## src/hw/rtl/lra_pkg.sv

```systemverilog
`timescale 1ns / 1ps
// Package for the linear regression accumulator: sizes, status codes,
// the in and out word types and the command word of the shared unit.
// Depends on nothing.
package lra_pkg;

    localparam int SAMPLE_BITS = 16;
    localparam int MAX_POINTS  = 65535;
    localparam int COUNT_BITS  = 16;
    localparam int COUNT_CAP   = 65535;
    localparam int POINT_LIMIT = (MAX_POINTS < COUNT_CAP) ? MAX_POINTS : COUNT_CAP;

    localparam int SUM1_BITS   = SAMPLE_BITS + 17;
    localparam int SUM2_BITS   = 2 * SAMPLE_BITS + 15;
    localparam int SPREAD_BITS = 2 * SUM1_BITS - 1;
    localparam int WIDE_BITS   = 2 * SPREAD_BITS + 32;
    localparam int ITER_BITS   = $clog2(WIDE_BITS + 1);

    localparam int FRAC_BITS   = 16;
    localparam int QUO_BITS    = 31;
    localparam int PRE_SHIFT   = QUO_BITS - FRAC_BITS;
    localparam int CORR_SHIFT  = 30;
    localparam int ROOT_BITS   = 15;

    localparam logic CMD_ADD = 1'b0;
    localparam logic CMD_DEL = 1'b1;

    localparam logic [1:0] STATUS_OK    = 2'd0;
    localparam logic [1:0] STATUS_EMPTY = 2'd1;
    localparam logic [1:0] STATUS_FULL  = 2'd2;

    typedef struct packed {
        logic                          command;
        logic signed [SAMPLE_BITS-1:0] x_value;
        logic signed [SAMPLE_BITS-1:0] y_value;
    } point_t;

    typedef struct packed {
        logic [COUNT_BITS-1:0] point_count;
        logic signed [31:0]    slope;
        logic signed [31:0]    intercept;
        logic signed [15:0]    correlation;
        logic                  fit_valid;
        logic                  corr_valid;
        logic [1:0]            status;
    } fit_t;

    typedef enum logic [2:0] {
        UOP_MUL  = 3'b001,
        UOP_DIV  = 3'b010,
        UOP_SQRT = 3'b100
    } uop_t;

    typedef struct packed {
        uop_t                 op;
        logic [WIDE_BITS-1:0] opa;
        logic [WIDE_BITS-1:0] opb;
        logic [WIDE_BITS-1:0] acc;
        logic [ITER_BITS-1:0] iters;
    } unit_cmd_t;

endpackage

```

## src/hw/rtl/lra_unit.sv

```systemverilog
`timescale 1ns / 1ps
// Shared radix-2 arithmetic unit: shift-add multiply, restoring divide and
// digit-by-digit square root on unsigned magnitudes, one bit per cycle.
// Depends on lra_pkg.
module lra_unit
    import lra_pkg::*;
(
    input  logic                 clk,
    input  logic                 rst_n,
    input  logic                 start,
    input  unit_cmd_t            cmd,
    output logic                 busy,
    output logic                 done,
    output logic [WIDE_BITS-1:0] result
);

    localparam int W = WIDE_BITS;

    logic                 busy_reg, busy_next;
    logic                 done_reg, done_next;
    logic [ITER_BITS-1:0] cnt_reg, cnt_next;
    uop_t                 op_reg, op_next;
    logic [W-1:0]         a_reg, a_next;
    logic [W-1:0]         b_reg, b_next;
    logic [W-1:0]         acc_reg, acc_next;

    logic [W+1:0] lhs;
    logic [W+1:0] rhs;
    logic [W+1:0] sum;
    logic         sub;
    logic         fits;

    always_comb
    begin
        unique case (op_reg)
            UOP_DIV:
            begin
                lhs = {1'b0, acc_reg, a_reg[W-1]};
                rhs = {2'b00, b_reg};
                sub = 1'b1;
            end
            UOP_SQRT:
            begin
                lhs = {acc_reg, a_reg[W-1:W-2]};
                rhs = {b_reg, 2'b01};
                sub = 1'b1;
            end
            default:
            begin
                lhs = {2'b00, acc_reg};
                rhs = {2'b00, a_reg};
                sub = 1'b0;
            end
        endcase
        sum  = lhs + (sub ? ~rhs : rhs) + {{(W+1){1'b0}}, sub};
        fits = !sum[W+1];
    end

    always_comb
    begin
        busy_next = busy_reg;
        done_next = 1'b0;
        cnt_next  = cnt_reg;
        op_next   = op_reg;
        a_next    = a_reg;
        b_next    = b_reg;
        acc_next  = acc_reg;
        if (start)
        begin
            busy_next = 1'b1;
            cnt_next  = cmd.iters;
            op_next   = cmd.op;
            a_next    = cmd.opa;
            b_next    = cmd.opb;
            acc_next  = cmd.acc;
        end
        else if (busy_reg)
        begin
            cnt_next = cnt_reg - 1'b1;
            if (cnt_reg == ITER_BITS'(1))
            begin
                busy_next = 1'b0;
                done_next = 1'b1;
            end
            unique case (op_reg)
                UOP_DIV:
                begin
                    acc_next = fits ? sum[W-1:0] : lhs[W-1:0];
                    a_next   = {a_reg[W-2:0], fits};
                end
                UOP_SQRT:
                begin
                    acc_next = fits ? sum[W-1:0] : lhs[W-1:0];
                    a_next   = {a_reg[W-3:0], 2'b00};
                    b_next   = {b_reg[W-2:0], fits};
                end
                default:
                begin
                    acc_next = b_reg[0] ? sum[W-1:0] : acc_reg;
                    a_next   = {a_reg[W-2:0], 1'b0};
                    b_next   = {1'b0, b_reg[W-1:1]};
                end
            endcase
        end
    end

    always_ff @(posedge clk or negedge rst_n)
    begin
        if (!rst_n)
        begin
            busy_reg <= 1'b0;
            done_reg <= 1'b0;
            cnt_reg  <= '0;
            op_reg   <= UOP_MUL;
        end
        else
        begin
            busy_reg <= busy_next;
            done_reg <= done_next;
            cnt_reg  <= cnt_next;
            op_reg   <= op_next;
        end
    end

    always_ff @(posedge clk)
    begin
        a_reg   <= a_next;
        b_reg   <= b_next;
        acc_reg <= acc_next;
    end

    always_comb
    begin
        unique case (op_reg)
            UOP_DIV:  result = a_reg;
            UOP_SQRT: result = b_reg;
            default:  result = acc_reg;
        endcase
    end

    assign busy = busy_reg;
    assign done = done_reg;

endmodule

```

## config.mk

```make
export PLATFORM = sky130hd
export DESIGN_NAME = lra_unit
export DESIGN_NICKNAME = d
export VERILOG_FILES = /design/src/hw/rtl/lra_pkg.sv /design/src/hw/rtl/lra_unit.sv
export SDC_FILE = /design/constraint.sdc
export NUM_CORES = 2
export LEC_CHECK = 0
export BUFFER_PORTS_ARGS = -buffer_cell sky130_fd_sc_hd__buf_4
export CELL_PAD_IN_SITES_DETAIL_PLACEMENT = 0
export CELL_PAD_IN_SITES_GLOBAL_PLACEMENT = 1
export CORE_ASPECT_RATIO = 1.25
export CORE_MARGIN = 2
export CORE_UTILIZATION = 33
export CTS_CLUSTER_DIAMETER = 200
export DETAILED_ROUTE_END_ITERATION = 16
export GPL_TIMING_DRIVEN = 0
export PLACE_DENSITY = 0.76
export SLEW_MARGIN = 10
export SYNTH_ARGS = -nofsm -noshare
export SYNTH_HDL_FRONTEND = slang
export SYNTH_SLANG_ARGS = --single-unit
```

## constraint.sdc

```tcl
create_clock -name clk -period 6.8 [get_ports clk]
set_clock_uncertainty 0.2 [all_clocks]
set_input_delay 0.68 -clock clk [delete_from_list [all_inputs] [get_ports clk]]
set_output_delay 0.68 -clock clk [all_outputs]
set_load 0.01 [all_outputs]
```

# Yosys cells after proc, flatten, opt, wreduce, memory -nomap -nowiden
# Index checks and enable logic that the tools add are counted.
dict set report word_totals {
  register_bits 499
  inputBits 500
  elab_cells 45
}
dict set report op_classes {
  bitwise 1
  addsub 3
  reduce_logical 6
  n_eq_ne 4
  n_mux 24
}
# cell n
set op_table {}
lappend op_table {{$mux 162} 9}
lappend op_table {{$pmux 162 s2} 3}
lappend op_table {{$pmux 164 s2} 2}
lappend op_table {{$add 164x1->164} 1}
lappend op_table {{$add 164x164->164} 1}
lappend op_table {{$mux 164} 1}
lappend op_table {{$not 164->164} 1}
lappend op_table {{$mux 8} 2}
lappend op_table {{$eq 8x1->1 const B} 1}
lappend op_table {{$sub 8x1->8 const B} 1}
lappend op_table {{$mux 1} 7}
lappend op_table {{$reduce_and 2->1} 2}
lappend op_table {{$eq 3x2->1 const B} 1}
lappend op_table {{$eq 3x3->1 const B} 1}
lappend op_table {{$reduce_bool 3->1} 1}
lappend op_table {{$ne 2x2->1 const B} 1}
lappend op_table {{$reduce_bool 2->1} 1}
lappend op_table {{$reduce_or 2->1} 1}
lappend op_table {{$logic_not 1->1} 1}

# Longest topological paths before layout
dict set report logic_depth {
  word_depth 10
  mapped_depth 29
  ltp_nobuf 20
}

# Worst setup path before layout
# No wires, ideal clock.
dict set report synth_timing {
  path_type {flip-flop to flip-flop}
  start {reg op_reg[2]}
  end {reg acc_reg[28], data pin}
  path_stages_with_launch 25
  path_buffers 9
  t_arrival_ns 5.801
  setup_ns 0.260
  period_less_slack_ns 6.261
  path_slack_ns 0.539
  cell_sequence {dfrtp_1 buf_6 nor3b_4 buf_4 clkbuf_1 clkbuf_1 clkbuf_1 clkbuf_1 a211oi_1 ha_1 clkbuf_1 nand4_1 or2_2 or4_1 or3_1 a211oi_2 nor4_4 o31ai_4 o22ai_2 mux2_4 buf_6 buf_6 a221oi_2 a21oi_1 mux2_2}
}
dict set report synth_between {
  elab_chain_len 10
  elab_cells_between_ends 15
  classes_between {add/sub: 2; eq/ne: 2; mux: 9; bitwise: 1; reduce/logical: 1}
}
# element line_no
set synth_rtl {}
lappend synth_rtl {{from (decl)} lra_unit.sv:22} ;# uop_t op_reg, op_next;
lappend synth_rtl {{from (signal assigned)} lra_unit.sv:121} ;# op_reg <= op_next;
lappend synth_rtl {{$eq 3x3->1 or $eq 3x2->1 (tied branches)} {lra_unit.sv:35, lra_unit.sv:85}}
lappend synth_rtl {{$pmux 164 s2 or $reduce_or 2->1 (tied branches)} n/a}
lappend synth_rtl {{$not 164->164 or $mux 1 (tied branches)} {lra_unit.sv:55, lra_unit.sv:35}}
lappend synth_rtl {{$mux 164} lra_unit.sv:55} ;# sum = lhs + (sub ? ~rhs : rhs) + {{(W+1){1'b0}}, sub};
lappend synth_rtl {{$add 164x164->164} lra_unit.sv:55}
lappend synth_rtl {{$add 164x1->164} lra_unit.sv:55}
lappend synth_rtl {{$mux 162, on equally long branches} {lra_unit.sv:99, lra_unit.sv:88, lra_unit.sv:93}}
lappend synth_rtl {{$mux 162 *} n/a}
lappend synth_rtl {{$mux 162 *} lra_unit.sv:77} ;# else if (busy_reg)
lappend synth_rtl {{$mux 162 *} lra_unit.sv:68} ;# if (start)
lappend synth_rtl {{via acc_next[28]} lra_unit.sv:25} ;# logic [W-1:0] acc_reg, acc_next;
lappend synth_rtl {{to (signal assigned)} lra_unit.sv:129} ;# acc_reg <= acc_next;
lappend synth_rtl {{to (decl)} lra_unit.sv:25}
# Mark *: on every way through the listed nets, which the timed path passes. The rest lies on a longest branch. The select of a mux whose other input is x is not followed.
# A chain may end at the register's enable or synchronous reset.

# Worst setup path in the final report
dict set report layout_timing {
  start {reg op_reg[0]}
  end {reg acc_reg[150], data pin}
}
# Same word-level chain as after synthesis.

==> impl_metrics.env <==
export IMPL_synth_distinct_cells=105
export IMPL_worstSkewPairLatency_ps=730
export IMPL_syn_area_um2=44690
export IMPL_drc=0
export IMPL_r2r_start="op_reg[0]$_DFFE_PN1P_"
export IMPL_start_util_pct=33.13
export IMPL_top_layer_used="met5"
export IMPL_min_from="cmd[2]"
export IMPL_drive_above_1_share_pct=18.94
export IMPL_wl_met3_mm=19.55
export IMPL_min_period_ps=6766
export IMPL_cp_start_kind="flip-flop"
export IMPL_outcome="finished, final reports clean"
export IMPL_cpMostUsedCell="buf_4"
export IMPL_ys_warn_count=0
export IMPL_maxCapViolCount=0
export IMPL_core_um2=134900
export IMPL_ios=664
export IMPL_fillers=14140
export IMPL_clock_fmax_ghz=0.1478
export IMPL_fp_dieH_um=415.5
export IMPL_num_rows=151
export IMPL_worstSetupStartpoint="op_reg[0]$_DFFE_PN1P_"
export IMPL_placed_cells=7969
export IMPL_wl_met2_mm=113.9
export IMPL_vdd_drop_max_mv=0.2747
export IMPL_multi_input_area_um2=28300
export IMPL_nets=6953
export IMPL_period_share_pct=99.50
export IMPL_clock_sinks=499
export IMPL_fin_tns_setup_ps=0
export IMPL_wl_met1_mm=93.48
export IMPL_regArea_um2=14920
export IMPL_first_pass_iters=6
export IMPL_vias_per_cell=6.154
export IMPL_routed_wl_mm=243.3
export IMPL_antenna_found_initial=10
export IMPL_grt_pass1_vias=48800
export IMPL_final_cell_mix="nand2_1 (861), buf_4 (732), a21oi_1 (565)"
export IMPL_synth_area_per_cell_um2=8.076
export IMPL_worst_path_max_delay_cell="or4_1"
export IMPL_synthArstFlopShare_pct=2.605
export IMPL_num_vias=49940
export IMPL_ys_ff_latch=499
export IMPL_drtIter0Drc=5074
export IMPL_synth_net_count=6193
export IMPL_synthCells=5534
export IMPL_cp_max_fo=10
export IMPL_fin_cells=8115
export IMPL_slowest_delay_ps=570
export IMPL_grt_pass1_wl_mm=340.5
export IMPL_maxSlewHeadroom_pct=4.541
export IMPL_die_area_um2=138400
export IMPL_yosysSeqAreaShare_pct=33.38
export IMPL_final_common_cell="nand2_1"
export IMPL_clockBufferDepth=3
export IMPL_grt_usage_pct=33.50
export IMPL_clk_pin_slew_ps=60
export IMPL_routedWlPerCell_um=29.98
export IMPL_worstSetupEndpointType="flip-flop"
export IMPL_gp_congestion=0.9911
export IMPL_rsz0062_at_grt="yes"
export IMPL_synth_edf_count=486
export IMPL_power_density_nw_per_um2=438.3
export IMPL_overflow=0
export IMPL_die_x_um=333.2
export IMPL_tightestPinTransition_ps=1432
export IMPL_port_buffers=662
export IMPL_slew_viol_final=0
export IMPL_area_delta_synth_final_pct=25.86
export IMPL_ant_nets=0
export IMPL_leakage_nw=22.77
export IMPL_worstPathArrival_ps=6960
export IMPL_grt_max_degree=93
export IMPL_criticalPathCategory="flip-flop to flip-flop"
export IMPL_cts_buffers=60
export IMPL_critPathTopFamily="simple AND/OR/NAND/NOR gates"
export IMPL_root_buffer="clkbuf_16"
export IMPL_hold_viol_final=0
export IMPL_dp_hpwl_mm=189.7
export IMPL_synth_flop_cell="edfxtp_1"
export IMPL_worstHoldPathType="input pin to flip-flop"
export IMPL_timing_critical_path_buf_inv=8
export IMPL_worstPathRequired_ps=6990
export IMPL_cts_tree="built"
export IMPL_cts_htree_levels=2
export IMPL_finalSetupViolCount=0
## layout make-up
| class | count | area share (%) |
|---|---|---|
| diodes | 10 | 0.04448 |
| plain buffers | 408 | 4.081 |
| clock buffers | 73 | 2.756 |
| clock inverters | 41 | 0.9008 |
| inverters | 170 | 1.148 |
| multi-input cells | 4422 | 50.31 |
| flip-flops and latches | 499 | 26.52 |
| well taps | 1759 | 3.912 |
| repair buffers | 733 | 10.33 |
## stage by stage
| step | util (%) | setup WS (ps) | total power (W) | hold WS (ps) | area (um2) |
|---|---|---|---|---|---|
| after floorplan | - | 539.4 | 0.01429 | 184.4 | 44690 |
| after global placement | 38.45 | -4806 | 0.01968 | 340.9 | 51860 |
| after detailed placement | 38.76 | -3695 | 0.01968 | 344.2 | 52290 |
| after CTS | 41.31 | 4.774 | 0.02392 | 3.805 | 55730 |
| after global routing | 41.68 | -30.82 | 0.02574 | 35.91 | 56230 |
| final | 41.70 | 34.10 | 0.02465 | 23.08 | 56250 |
## worst register-to-register path, stage by stage (launching register included)
cell,delay [ps]
dfstp_2,530
buf_6,190
or2_1,120
buf_4,200
nor2_4,90
clkbuf_8,240
clkbuf_8,250
a22oi_1,370
nand2_1,160
ha_4,350
nand4_1,130
or2_2,350
or4_1,570
or3_1,380
a211oi_4,230
nor4_4,80
buf_4,180
o31ai_4,210
buf_4,190
o22ai_4,120
mux2_4,240
buf_8,200
buf_4,360
nand3_1,130
mux2i_1,310
a311oi_1,70
## worst paths after layout
check	to	slack, ps	cells after the start
worst max register to register	acc_reg[150]$_DFFE_PP_	30	25
worst max-delay path	acc_reg[150]$_DFFE_PP_	30	25
min in group asynchronous	cnt_reg[2]$_DFFE_PN0P_	170	2
worst min-delay path	cnt_reg[2]$_DFFE_PN0P_	20	3
max in group asynchronous	op_reg[0]$_DFFE_PN1P_	5970	2
worst min register to register	busy$_DFF_PN0_	370	2
## report_power, final
| group | switching, W | total [W] | internal [W] |
|---|---|---|---|
| Combinational | 0.00969 | 0.0156 | 0.00592 |
| Clock | 0.00154 | 0.00355 | 0.00201 |
| Sequential | 0.00104 | 0.00550 | 0.00446 |
| Total | 0.0123 | 0.0247 | 0.0124 |
## cells by family (layout without fill, tap and decap cells)
logic type | Yosys count | after routing | share of synthesized area [%]
simple gates | 1758 | 1758 | 17.73
buf+inv | 613 | 1425 | 5.504
xor+xnor | 164 | 164 | 3.247
other cells | 0 | 10 | 0
compound gates | 2167 | 2167 | 31.75
mux | 170 | 170 | 3.832
fa+ha+maj | 163 | 163 | 4.558
flops | 499 | 499 | 33.38
## synth_stat cells, types with 9 or more instances
| library cell | count | area, um2 |
|---|---|---|
| a21oi_1 | 578 | 2893 |
| a31oi_1 | 26 | 162.7 |
| o22a_1 | 12 | 105.1 |
| and2_1 | 170 | 1064 |
| buf_4 | 12 | 90.09 |
| nand3_1 | 48 | 240.2 |
| or3_1 | 21 | 131.4 |
| nor2b_1 | 19 | 118.9 |
| nor4_1 | 13 | 81.33 |
| or2_2 | 12 | 75.07 |
| nand4_1 | 85 | 531.8 |
| o221a_2 | 16 | 180.2 |
| a221oi_1 | 41 | 359.1 |
| a211oi_1 | 222 | 1667 |
| ha_1 | 158 | 1977 |
| buf_6 | 9 | 101.4 |
| and3_1 | 18 | 112.6 |
| nor3_1 | 59 | 295.3 |
| xor2_1 | 47 | 411.6 |
| o21ai_0 | 519 | 2597 |
| o21a_1 | 28 | 210.2 |
| nand2b_1 | 25 | 156.4 |
| mux2i_1 | 164 | 1642 |
| a22o_1 | 11 | 96.34 |
| nor2_1 | 365 | 1370 |
| o22ai_1 | 20 | 125.1 |
| buf_2 | 37 | 185.2 |
| edfxtp_1 | 486 | 14590 |
| a311oi_1 | 9 | 78.83 |
| o21ai_1 | 40 | 200.2 |
| clkbuf_1 | 355 | 1333 |
| o221ai_1 | 10 | 87.58 |
| a21boi_0 | 18 | 135.1 |
| a21o_1 | 135 | 1013 |
| o21bai_1 | 49 | 367.9 |
| a22oi_1 | 163 | 1224 |
| xnor2_1 | 115 | 1007 |
| o31ai_1 | 21 | 157.7 |
| dfrtp_1 | 12 | 300.3 |
| inv_1 | 166 | 623.1 |
| buf_1 | 30 | 112.6 |
| a221o_1 | 173 | 1732 |
| nand2_1 | 866 | 3251 |
| nor3b_1 | 22 | 165.2 |
## layer usage
layer / global-route usage [%] / vias to the layer above
li1: - / 22260
met1: 39.99 / 24550
met2: 56.01 / 2547
met3: 6.219 / 585
met4: 19.80 / 2
met5: 0 / -
## timing repair
action | CTS | global route
gates resized for setup | 292 | 147
setup buffers | 37 | 9
pin swaps | 28 | 17
hold endpoints to repair | 22 | 0
hold buffers | 10 | 0
setup endpoints to repair | 164 | 163
cloned | 1 | 0
(Power assumes the default switching activity.)
